### src/rtl/bpf_pkg.sv
// ----------------------------------------------------------------------------
// bpf_pkg
// Shared types and constants for the boot packet framer.
// ----------------------------------------------------------------------------
package bpf_pkg;

  localparam int QUEUE_DEPTH_DEF = 2;

  localparam int STEP_W = 4;
  typedef logic [STEP_W-1:0] step_t;

  localparam step_t STEP_CMD     = 4'd0;
  localparam step_t STEP_LEN     = 4'd1;
  localparam step_t STEP_ADDR3   = 4'd2;
  localparam step_t STEP_ADDR2   = 4'd3;
  localparam step_t STEP_ADDR1   = 4'd4;
  localparam step_t STEP_ADDR0   = 4'd5;
  localparam step_t STEP_PAYLOAD = 4'd6;
  localparam step_t STEP_SUM_HI  = 4'd7;
  localparam step_t STEP_SUM_LO  = 4'd8;

  localparam logic [7:0] BYTE_MASK = 8'hFF;

  typedef struct packed {
    logic [7:0]  cmd;
    logic [7:0]  len_minus_one;
    logic [31:0] target_addr;
    logic [7:0]  payload;
    logic        first;
    logic        last;
  } in_item_t;

  typedef struct packed {
    logic [7:0] out_byte;
    logic       frame_end;
  } out_item_t;

  // Classified request as held in the queue between front and back
  typedef struct packed {
    in_item_t item;
    step_t    start_step;
  } job_t;

  // Queue head as seen by the back end
  typedef struct packed {
    logic valid;
    job_t job;
  } head_t;

endpackage

### src/rtl/bpf_front.sv
// ----------------------------------------------------------------------------
// bpf_front
// Accepts input requests, works out the first step of each and queues them.
// ----------------------------------------------------------------------------
module bpf_front #(
  parameter int QUEUE_DEPTH = bpf_pkg::QUEUE_DEPTH_DEF
) (
  input  logic              clk,
  input  logic              rst_n,
  input  logic              push,
  output logic              full,
  input  bpf_pkg::in_item_t in_data,
  output bpf_pkg::head_t    head,
  input  logic              head_pop
);
  import bpf_pkg::*;

  localparam int PTR_W = (QUEUE_DEPTH > 1) ? $clog2(QUEUE_DEPTH) : 1;
  localparam int CNT_W = $clog2(QUEUE_DEPTH + 1);
  localparam logic [PTR_W-1:0] LAST_PTR = PTR_W'(QUEUE_DEPTH - 1);

  job_t             mem [QUEUE_DEPTH];
  logic [PTR_W-1:0] wr_ptr_r;
  logic [PTR_W-1:0] rd_ptr_r;
  logic [CNT_W-1:0] count_r;
  logic             do_push;
  logic             do_pop;
  job_t             new_job;

  assign full    = (count_r == CNT_W'(QUEUE_DEPTH));
  assign do_push = push && !full;
  assign do_pop  = head_pop && (count_r != '0);

  always_comb begin
    new_job.item       = in_data;
    new_job.start_step = in_data.first ? STEP_CMD : STEP_PAYLOAD;
  end

  always_ff @(posedge clk) begin
    if (do_push) begin
      mem[wr_ptr_r] <= new_job;
    end
  end

  always_ff @(posedge clk) begin
    if (!rst_n) begin
      wr_ptr_r <= '0;
      rd_ptr_r <= '0;
      count_r  <= '0;
    end else begin
      if (do_push) begin
        wr_ptr_r <= (wr_ptr_r == LAST_PTR) ? '0 : wr_ptr_r + 1'b1;
      end
      if (do_pop) begin
        rd_ptr_r <= (rd_ptr_r == LAST_PTR) ? '0 : rd_ptr_r + 1'b1;
      end
      if (do_push && !do_pop) begin
        count_r <= count_r + 1'b1;
      end else if (do_pop && !do_push) begin
        count_r <= count_r - 1'b1;
      end
    end
  end

  assign head.valid = (count_r != '0);
  assign head.job   = mem[rd_ptr_r];

endmodule

### src/rtl/bpf_back.sv
// ----------------------------------------------------------------------------
// bpf_back
// Steps through header, payload and checksum bytes of each queued request,
// keeps the running sum and drives the output register.
// ----------------------------------------------------------------------------
module bpf_back (
  input  logic               clk,
  input  logic               rst_n,
  input  bpf_pkg::head_t     head,
  output logic               head_pop,
  output logic               empty,
  input  logic               pop,
  output bpf_pkg::out_item_t out_data
);
  import bpf_pkg::*;

  step_t      step_r;
  logic       in_prog_r;
  logic [15:0] sum_r;
  logic       out_valid_r;
  out_item_t  out_r;

  step_t      cur_step;
  logic       advance;
  logic       done;
  logic [7:0] byte_sel;
  in_item_t   it;

  assign it       = head.job.item;
  assign cur_step = in_prog_r ? step_r : head.job.start_step;
  assign advance  = head.valid && (!out_valid_r || pop);
  assign done     = (cur_step == STEP_SUM_LO) || (cur_step == STEP_PAYLOAD && !it.last);
  assign head_pop = advance && done;

  always_comb begin
    unique case (cur_step)
      STEP_CMD:     byte_sel = it.cmd;
      STEP_LEN:     byte_sel = it.len_minus_one;
      STEP_ADDR3:   byte_sel = it.target_addr[31:24];
      STEP_ADDR2:   byte_sel = it.target_addr[23:16];
      STEP_ADDR1:   byte_sel = it.target_addr[15:8];
      STEP_ADDR0:   byte_sel = it.target_addr[7:0];
      STEP_PAYLOAD: byte_sel = it.payload;
      STEP_SUM_HI:  byte_sel = sum_r[15:8];
      STEP_SUM_LO:  byte_sel = sum_r[7:0] & BYTE_MASK;
      default:      byte_sel = '0;
    endcase
  end

  always_ff @(posedge clk) begin
    if (advance) begin
      out_r.out_byte  <= byte_sel;
      out_r.frame_end <= (cur_step == STEP_SUM_LO);
    end
  end

  always_ff @(posedge clk) begin
    if (!rst_n) begin
      step_r      <= STEP_CMD;
      in_prog_r   <= 1'b0;
      sum_r       <= '0;
      out_valid_r <= 1'b0;
    end else begin
      if (advance) begin
        out_valid_r <= 1'b1;
        if (done) begin
          in_prog_r <= 1'b0;
        end else begin
          in_prog_r <= 1'b1;
          step_r    <= cur_step + 1'b1;
        end
        if (cur_step == STEP_CMD) begin
          sum_r <= {8'h00, byte_sel};
        end else if (cur_step == STEP_SUM_LO) begin
          sum_r <= '0;
        end else if (cur_step != STEP_SUM_HI) begin
          sum_r <= sum_r + {8'h00, byte_sel};
        end
      end else if (pop) begin
        out_valid_r <= 1'b0;
      end
    end
  end

  assign empty    = !out_valid_r;
  assign out_data = out_r;

endmodule

### src/rtl/boot_packet_framer.sv
// ----------------------------------------------------------------------------
// boot_packet_framer
// Path: an accepted request is queued, then its first byte goes to the output
// register. Throughput: one output byte per cycle while pop keeps up;
// a request gives 1, 3, 7 or 9 bytes, set by its first and last flags.
// Reset: synchronous active-low rst_n empties the queue and output register
// and clears the running sum.
// ----------------------------------------------------------------------------
module boot_packet_framer #(
  parameter int QUEUE_DEPTH = bpf_pkg::QUEUE_DEPTH_DEF
) (
  input  logic               clk,
  input  logic               rst_n,
  input  logic               push,
  output logic               full,
  input  bpf_pkg::in_item_t  in_data,
  output logic               empty,
  input  logic               pop,
  output bpf_pkg::out_item_t out_data
);
  import bpf_pkg::*;

  head_t head;
  logic  head_pop;

  bpf_front #(
    .QUEUE_DEPTH(QUEUE_DEPTH)
  ) u_front (
    .clk      (clk),
    .rst_n    (rst_n),
    .push     (push),
    .full     (full),
    .in_data  (in_data),
    .head     (head),
    .head_pop (head_pop)
  );

  bpf_back u_back (
    .clk      (clk),
    .rst_n    (rst_n),
    .head     (head),
    .head_pop (head_pop),
    .empty    (empty),
    .pop      (pop),
    .out_data (out_data)
  );

endmodule
### config.mk
export PLATFORM = sky130hd
export DESIGN_NAME = boot_packet_framer
export DESIGN_NICKNAME = d
export VERILOG_FILES = /design/src/rtl/bpf_pkg.sv /design/src/rtl/bpf_front.sv /design/src/rtl/bpf_back.sv /design/src/rtl/boot_packet_framer.sv
export SDC_FILE = /design/constraint.sdc
export NUM_CORES = 1
export LEC_CHECK = 0
export BUFFER_PORTS_ARGS = -buffer_cell sky130_fd_sc_hd__buf_4
export CAP_MARGIN = 40
export CORE_MARGIN = 1
export CORE_UTILIZATION = 40
export CTS_CLUSTER_SIZE = 25
export DETAILED_ROUTE_END_ITERATION = 8
export PLACE_DENSITY = 0.55
export REMOVE_ABC_BUFFERS = 1
export SLEW_MARGIN = 20
export SYNTH_ARGS = -nofsm -noshare
export SYNTH_HDL_FRONTEND = slang
export SYNTH_HIERARCHICAL = 1
export SYNTH_SLANG_ARGS = --single-unit
### constraint.sdc
create_clock -name clk -period 7.9 [get_ports clk]
set_input_delay 1.58 -clock clk [delete_from_list [all_inputs] [get_ports clk]]
set_output_delay 1.58 -clock clk [all_outputs]
set_load 0.02 [all_outputs]
; ---- Yosys cells after proc, flatten, opt, wreduce, memory -nomap -nowiden
; Memories as Yosys holds them, arrays and structs flattened. A register that Yosys moved wholly into a read port is not among the register bits.
; Cells that the tools add are included.
[totals]
regBits = 35
ram_bits = 122
in_bits = 62
output_inout_bits = 11
elab_cells = 65
mem_count = 1
[mem_list]
columns = memory, words, width, rd, rd_ports_with_merged_regs, wr, line
row1 = u_front.mem, 2, 61, 1, 1, 1, bpf_front.sv:22  ; job_t mem [QUEUE_DEPTH];
[classes]
add_sub_neg = 6
n_eq_ne = 10
mux = 17
bitwise = 1
reduce_logical = 21
[ops]
columns = cell, n
row1 = 8-bit one-hot mux with 9 select lines, 1
row2 = 16-bit two-way mux, 3
row3 = 16-bit by 8-bit adder with 16-bit output, 1
row4 = "4-bit by 3-bit equality test with 1-bit output, second input constant", 4
row5 = 1-bit two-way mux, 9
row6 = "4-bit by 2-bit equality test with 1-bit output, second input constant", 2
row7 = 1-bit logical AND, 7
row8 = 2-bit nonzero test, 3
row9 = 1-bit logical NOT, 5
row10 = "4-bit by 1-bit adder with 4-bit output, second input constant", 1
row11 = "4-bit by 1-bit equality test with 1-bit output, second input constant", 1
row12 = "4-bit equality test, second input constant", 1
row13 = 4-bit logical NOT, 1
row14 = 2-bit two-way mux, 2
row15 = 4-bit two-way mux, 1
row16 = "4-bit by 3-bit inequality test with 1-bit output, second input constant", 1
row17 = 2-bit AND reduction, 2
row18 = 3-bit two-way mux, 1
row19 = 3-bit nonzero test, 1
row20 = "1-bit adder, second input constant", 2
row21 = "2-bit by 1-bit adder with 2-bit output, second input constant", 1
row22 = "2-bit equality test, second input constant", 1
row23 = 1-bit logical OR, 2
row24 = "2-bit by 1-bit subtractor with 2-bit output, second input constant", 1
row25 = 1-bit inverter, 1

; ---- Logic depth before layout (Yosys ltp)
; Gate-level depths: netlist of the first run.
[logic_depth]
ltp_word = 9
mapped_depth = 18
depth_no_buf = 16

; ---- By module
; The synthesis of the first run kept the hierarchy.
[by_module_without_submodules]
columns = mod, n_inst, cells_each, area_per_inst_um2, seq_area_each_um2
row1 = bpf_front, 1, 214, 4559.4, 3643.5
row2 = bpf_back, 1, 293, 2532.4, 710.7

; ---- Worst setup path before layout of the first run
; No wires, ideal clock.
[synth_path]
path_type = in2reg
start = input push
end = memory u_front/mem[0][10] in the netlist's numbering, enable pin
setup_ns = 0.467
t_arrival_ns = 3.979
required_time_ns = 7.433
slack_ns = 3.455
cell_stages = 2
n_path_buf = 0
path_cell_list = inv_1 > nor3_2
[synth_via]
elab_chain_cells = 3
[synth_lines]
columns = element, line
row1 = from (decl), boot_packet_framer.sv:14  ; input logic push,
row2 = 1-bit logical AND, bpf_front.sv:31  ; assign do_push = push && !full;
row3 = 1-bit two-way mux, bpf_front.sv:40  ; if (do_push) begin
row4 = 1-bit two-way mux (not written as such), bpf_front.sv:41  ; mem[wr_ptr_r] <= new_job;
row5 = to (decl), bpf_front.sv:22
; No other way between the ends.

==> results.md, run 1 <==
* Worst Setup Start Kind: flop
* R2r endpoint: u_back/sum_r[12]
* Hold path cells at 2
* Total Routing Usage GR at 18.3%
* Clock Tree Root: clkbuf_16
* Share of the clock period used by the worst path at 60.2%
* Crit. End Element: flop
* H-tree levels at 4
* Hold path start: u_back/sum_r[15]
* Synthesized area at 7020 um2
* Max IR drop VDD at 165 uV
* Setup_tns at 0 ns
* Pwr/cell area at 299 nW/um2
* Largest net degree at the start of global routing at 58
* Routed via count at 4489
* CTS tree: done
* Status: finished clean
* CTS buffer count at 17
* Initial Utilization at 40.7%
* Hold WC Path Type: reg -> reg
* Avg Cell Area, Syn at 13.9 um2
* Final WL at 15500 um
* Worst clock skew at 0.00999 ns
* Avg WL per Cell at 18.9 um
* Io pins at 73
* Clock sink count at 152
* Clock Path Buffers at 2
* Critical-path maximum fanout at 12
* Hold-fix buffers, CTS at 0
* Final Hold Fails at 0
* Share of layout cells above drive strength 1 at 32.5%
* Register area at 4300 um2
* Post-DRT Antenna Nets at 0
* Chip height at 134 um
* Post-CTS Setup Repair Bufs at 0
* Hold endpoint: u_back/sum_r[15]
* Congestion Overflow GR at 0
* CTS resizes at 0
* Vias/cell at 5.49
* Kind of critical path: reg -> reg
* Diodes inserted at 0
* Post-Layout Cell Count at 818
* Actual slew at the worst max-slew pin at 0.822 ns
* Final routed DRC violation total at 0
* First-pass DRT Iterations at 4
* Layout Nets at 656
* Die ar. at 18100 um2
* Clk_lat worst skew at 0.43 ns
* Max-Cap Viols at 0
* YS warnings at 6
* Initial antenna violation count at 0
* DRT iter0 DRCs at 316
* Core Region at 17200 um2
* Min Tclk post-route at 4.76 ns
* HPWL Detailed at 10500 um
* Slew HR at 44.8%
* Die Span X at 134 um
* Cells after synthesis at 504
* Multi-input logic area at 2550 um2
* RSZ-0062 raised after global routing: false
* Fillers at 1543
* Tot Pwr at 2.51 mW
* Worst R2R Setup Slack at 3.14 ns
* First-pass GRT wire length at 24900 um
* Synth-to-layout area growth at 19.5%
* F_max at 0.210 GHz
* PortBufs at 72
* Leakage at 3.07 nW
* Row cnt at 48
* Vias in the first global route at 4747
* Critical Path AT at 5.11 ns
* Critical Path RT at 8.25 ns
* FF-to-FF path depth at 15
* Inst Count DP at 784
* Final setup viols at 0
* Pins Over Slew Limit at 0
* GP Congestion at 0.841
* Clock slew seen by the registers of the worst setup and hold paths at 0.06 ns
==> routing by layer <==
| metal | wire (um) | vias to the layer above | GRT usage [%] |
|---|---|---|---|
| li1 | - | 2127 | - |
| met1 | 6900 | 2250 | 22.5 |
| met2 | 7850 | 92 | 31.9 |
| met5 | 0 | - | 0 |
| met3 | 513 | 20 | 3.53 |
| met4 | 222 | 0 | 7.12 |
==> cell type report <==
cell class	count	share of cell area (%)
Clock buffer	19	5.28
Clock inverter	13	1.95
Inverter	13	0.581
Multi-Input combinational cell	317	30.3
Sequential cell	152	51.2
Tap cell	225	3.35
Timing Repair Buffer	79	7.31
==> cells in the final DEF, fill, tap and decap left out, types with 8 or more instances in the layout <==
cell type and count:
a22o_1 11, ha_1 13, mux2_2 48, edfxtp_1 125
clkbuf_16 17, mux2_4 10, or3_1 11, buf_4 77
a22oi_1 8, a21oi_1 16, nor2_1 11, inv_1 12
dfxtp_1 26, nand2_1 20, nand4_1 8, nand3_1 11
o21ai_0 30
==> sequential cells by signal (all words and copies together) (netlist names), named ones only <==
name,cells
u_back/step_r,4
u_back/out_valid_r,1
u_back/sum_r,16
u_front/wr_ptr_r,1
u_back/out_data,9
u_front/mem,116
u_front/count_r,2
u_back/in_prog_r,1
u_front/rd_ptr_r,1
==> critical path: stages (launching register included) <==
cell and delay, ns:
dfxtp_2 0.33, mux2_2 0.44, mux2i_1 0.31, inv_1 0.11, ha_1 0.26, and4b_1 0.25
or2_0 0.39, a22o_1 0.34, a211o_1 0.29, ha_1 0.22, fa_1 0.42, a211oi_1 0.27
o21ai_0 0.20, a41oi_1 0.51, o21ai_0 0.18, a21oi_1 0.15
==> through the flow <==
| step | area [um2] | hold WS [ns] | utilization [%] | setup WS (ns) |
|---|---|---|---|---|
| 2_1_floorplan | 6880 | 0.452 | - | 2.32 |
| 3_3_place_gp | 7750 | 0.474 | 45.0 | 3.12 |
| 3_5_place_dp | 7750 | 0.488 | 45.0 | 2.95 |
| 4_1_cts | 8360 | 0.498 | 48.5 | 2.91 |
| 5_1_grt | 8390 | 0.531 | 48.7 | 2.73 |
| 6_report | 8390 | 0.491 | 48.7 | 3.14 |
==> report_power, final <==
group / internal (mW) / switching (mW)
logic: 0.259 / 0.369
clock network: 0.483 / 0.346
registers: 0.994 / 0.0543
==> worst max path at each step <==
stage | depth (start not counted) | endpoint | slack [ns] | startpoint
6_report | 15 | u_back/sum_r[12] | 3.14 | flop
2_1_floorplan | 15 | u_back/sum_r[10] | 2.32 | flop
3_3_place_gp | 14 | u_back/sum_r[10] | 3.12 | u_back/in_prog_r
4_1_cts | 14 | u_back/sum_r[12] | 2.91 | u_back/in_prog_r
5_1_grt | 15 | u_back/sum_r[12] | 2.73 | flop
3_5_place_dp | 14 | u_back/sum_r[12] | 2.95 | u_back/in_prog_r
No activity file was read; power rests on OpenSTA's default activity.
==> run 2, diff against run 1 <==
- ABC_AREA: unset -> 1
- clock period: 7.9 -> 4.6 ns (I/O delays scaled with it)
==> run 2 against run 1 <==
Net effect:
- core utilization increased by 0.41 points
- area after synthesis grew 2.3%
- register-to-register slack worse by 2.5 ns
- flip-flop and latch count unchanged
- sequential power up 63%
- synthesized cell count is 30% higher
- first-iteration DRC count rose by 8.9%
- maximum frequency up 21%
- largest power group unchanged
==> results.md, run 2 <==
* Core Region at 17400 um2 (was 17200 um2)
* Clock Tree Root: clkbuf_16 (unchanged)
* Max stage delay on crit path at 0.44 ns (was 0.51 ns)
* Most frequent cells in the layout: edfxtp_1, nand2_1, buf_4, nor2_1, inv_1 (was edfxtp_1, buf_4, mux2_2, o21ai_0, dfxtp_1)
* First-pass DRT Iterations at 5 (was 4)
* Share of layout cells above drive strength 1 at 25.4% (was 32.5%)
* Kind of critical path: reg -> reg (unchanged)
* Setup_tns at 0 ns (unchanged)
* Share of the clock period used by the worst path at 85.4% (was 60.2%)
* Critical Path RT at 4.91 ns (was 8.25 ns)
* Post-Layout Cell Count at 965 (was 818)
* Hold-fix buffers, CTS at 0 (unchanged)
* Final setup viols at 0 (unchanged)
* Critical-path cell list: mux2_2, nand2_1, o21ai_0, inv_1, ha_1, inv_1, nor2_4, nand2_4, nor2_1, nor2_1, nand3_1, ha_1, a21oi_1, nand2_1, nand2_1, nand2_1, nand2_1, nand2_1, nand3_1, nand2_1, inv_1, nor2_1 (was mux2_2, mux2i_1, inv_1, ha_1, and4b_1, or2_0, a22o_1, a211o_1, ha_1, fa_1, a211oi_1, o21ai_0, a41oi_1, o21ai_0, a21oi_1)
* Hold WC Path Type: reg -> reg (unchanged)
* Initial Utilization at 41.2% (was 40.7%)
* Total Routing Usage GR at 18.4% (was 18.3%)
* Leakage at 3.42 nW (was 3.07 nW)
* Post-CTS Setup Repair Bufs at 0 (unchanged)
* Synthesized area at 7180 um2 (was 7020 um2)
* RSZ-0062 raised after global routing: false (unchanged)
* Pins Over Slew Limit at 0 (unchanged)
* YS warnings at 6 (unchanged)
* Actual slew at the worst max-slew pin at 0.699 ns (was 0.822 ns)
* Final routed DRC violation total at 0 (unchanged)
* Pwr/cell area at 472 nW/um2 (was 299 nW/um2)
* Worst Setup Start Kind: flop (unchanged)
* Final WL at 15800 um (was 15500 um)
* Sum of buffers and inverters on the critical path at 3 (was 1)
* DRT iter0 DRCs at 344 (was 316)
* Initial antenna violation count at 0 (unchanged)
* Final instance area at 8550 um2 (was 8390 um2)
* Congestion Overflow GR at 0 (unchanged)
* Largest Register: u_front/mem (unchanged)
* Min Tclk post-route at 3.93 ns (was 4.76 ns)
* Final WS setup at 0.671 ns (was 3.14 ns)
* CTS tree: done (unchanged)
* Clock Path Buffers at 2 (unchanged)
* Crit. End Element: flop (unchanged)
* Clock slew seen by the registers of the worst setup and hold paths at 0.06 ns (about the same)
* F_max at 0.255 GHz (was 0.210 GHz)
* Post-DRT Antenna Nets at 0 (unchanged)
* H-tree levels at 4 (unchanged)
* CP top delay family: simple AND/OR/NAND/NOR gates (was compound AO/OA/AOI/OAI gates)
* Slew HR at 53.3% (was 44.8%)
* Layout Nets at 804 (was 656)
* Chip height at 136 um (was 134 um)
* Max FFs per register at 116 (unchanged)
* Synth-to-layout area growth at 19.0% (was 19.5%)
* Max-Cap Viols at 0 (unchanged)
* Slowest stage cell, crit path: ha_1 (was a41oi_1)
* Status: finished clean (unchanged)
* First-pass GRT wire length at 25400 um (was 24900 um)
* Inst Count DP at 930 (was 784)
* Max IR drop VDD at 326 uV (was 165 uV)
* Commonest non-fill, non-tap cell in the layout: edfxtp_1 (unchanged)
* Clock sink count at 152 (unchanged)
* Cells after synthesis at 653 (was 504)
* CTS resizes at 0 (unchanged)
* Post-route core utilization at 49.1% (was 48.7%)
* Vias in the first global route at 4871 (was 4747)
* Die ar. at 18500 um2 (was 18100 um2)
* Critical Path AT at 4.24 ns (was 5.11 ns)
* Avg WL per Cell at 16.4 um (was 18.9 um)
* Io pins at 73 (unchanged)
* Clk_lat worst skew at 0.42 ns (was 0.43 ns)
* GP Congestion at 0.856 (was 0.841)
* HPWL Detailed at 10900 um (was 10500 um)
* Placed Instance Area at 7890 um2 (was 7750 um2)
* PortBufs at 72 (unchanged)
* Vias/cell at 5.11 (was 5.49)
* Final Hold Fails at 0 (unchanged)
* Largest net degree at the start of global routing at 59 (was 58)
* Die Span X at 136 um (was 134 um)
* Routed via count at 4932 (was 4489)
* CTS buffer count at 17 (unchanged)
* Critical-path maximum fanout at 12 (unchanged)
* Avg Cell Area, Syn at 11.0 um2 (was 13.9 um2)
* Most used cell, CP: nand2_1
* Dpl ws at 0.747 ns (was 2.95 ns)
* Row cnt at 48 (unchanged)
* Diodes inserted at 0 (unchanged)
* Worst clock skew at 0.00518 ns (was 0.00999 ns)
-- run 2: worst register-to-register path: stages, from the launching register on --
cell and delay (ns):
dfxtp_2 0.33, mux2_2 0.35, nand2_1 0.07, o21ai_0 0.22, inv_1 0.15, ha_1 0.44
inv_1 0.19, nor2_4 0.25, nand2_4 0.11, nor2_1 0.15, nor2_1 0.07, nand3_1 0.23
ha_1 0.34, a21oi_1 0.16, nand2_1 0.12, nand2_1 0.10, nand2_1 0.09, nand2_1 0.07
nand2_1 0.10, nand3_1 0.11, nand2_1 0.07, inv_1 0.05, nor2_1 0.04
-- run 2: area by class of cell --
cell class | instances | area, um2
fill | 1580 | 8870
sequential | 152 | 4300
multi-input combinational | 411 | 2490
timing repair buffer | 81 | 658
clock buffer | 17 | 425
tap | 225 | 282
inverter | 65 | 244
clock inverter | 14 | 156
-- run 2: path summary, 6_finish.rpt --
kind | cells after the start | slack (ns) | to | from
hold reg to reg | 2 | 0.46 | u_back/step_r[0] | u_back/step_r[0]
setup / recovery | 22 | 0.67 | u_back/sum_r[15] | flop
hold / removal | 2 | 0.46 | u_back/step_r[0] | u_back/step_r[0]
setup reg to reg | 22 | 0.67 | u_back/sum_r[15] | flop
-- run 2: report_power, final --
part	leakage [nW]	internal, mW	switching, mW
logic	1.75	0.325	0.610
clock network	0.278	0.843	0.541
registers	1.39	1.66	0.0568
total	3.42	2.83	1.21
-- run 2: stage by stage --
step,hold slack (ns),total power [mW]
2_1_floorplan,0.424,2.35
3_3_place_gp,0.448,2.65
3_5_place_dp,0.446,2.66
4_1_cts,0.455,4.05
5_1_grt,0.488,4.24
6_report,0.457,4.03
-- run 2: routing by layer --
layer	vias up	wire [um]	GRT usage (%)
li1	2400	-	-
met1	2366	7320	24.6
met2	146	7480	28.6
met3	20	717	4.44
met4	0	292	7.28
met5	-	0	0
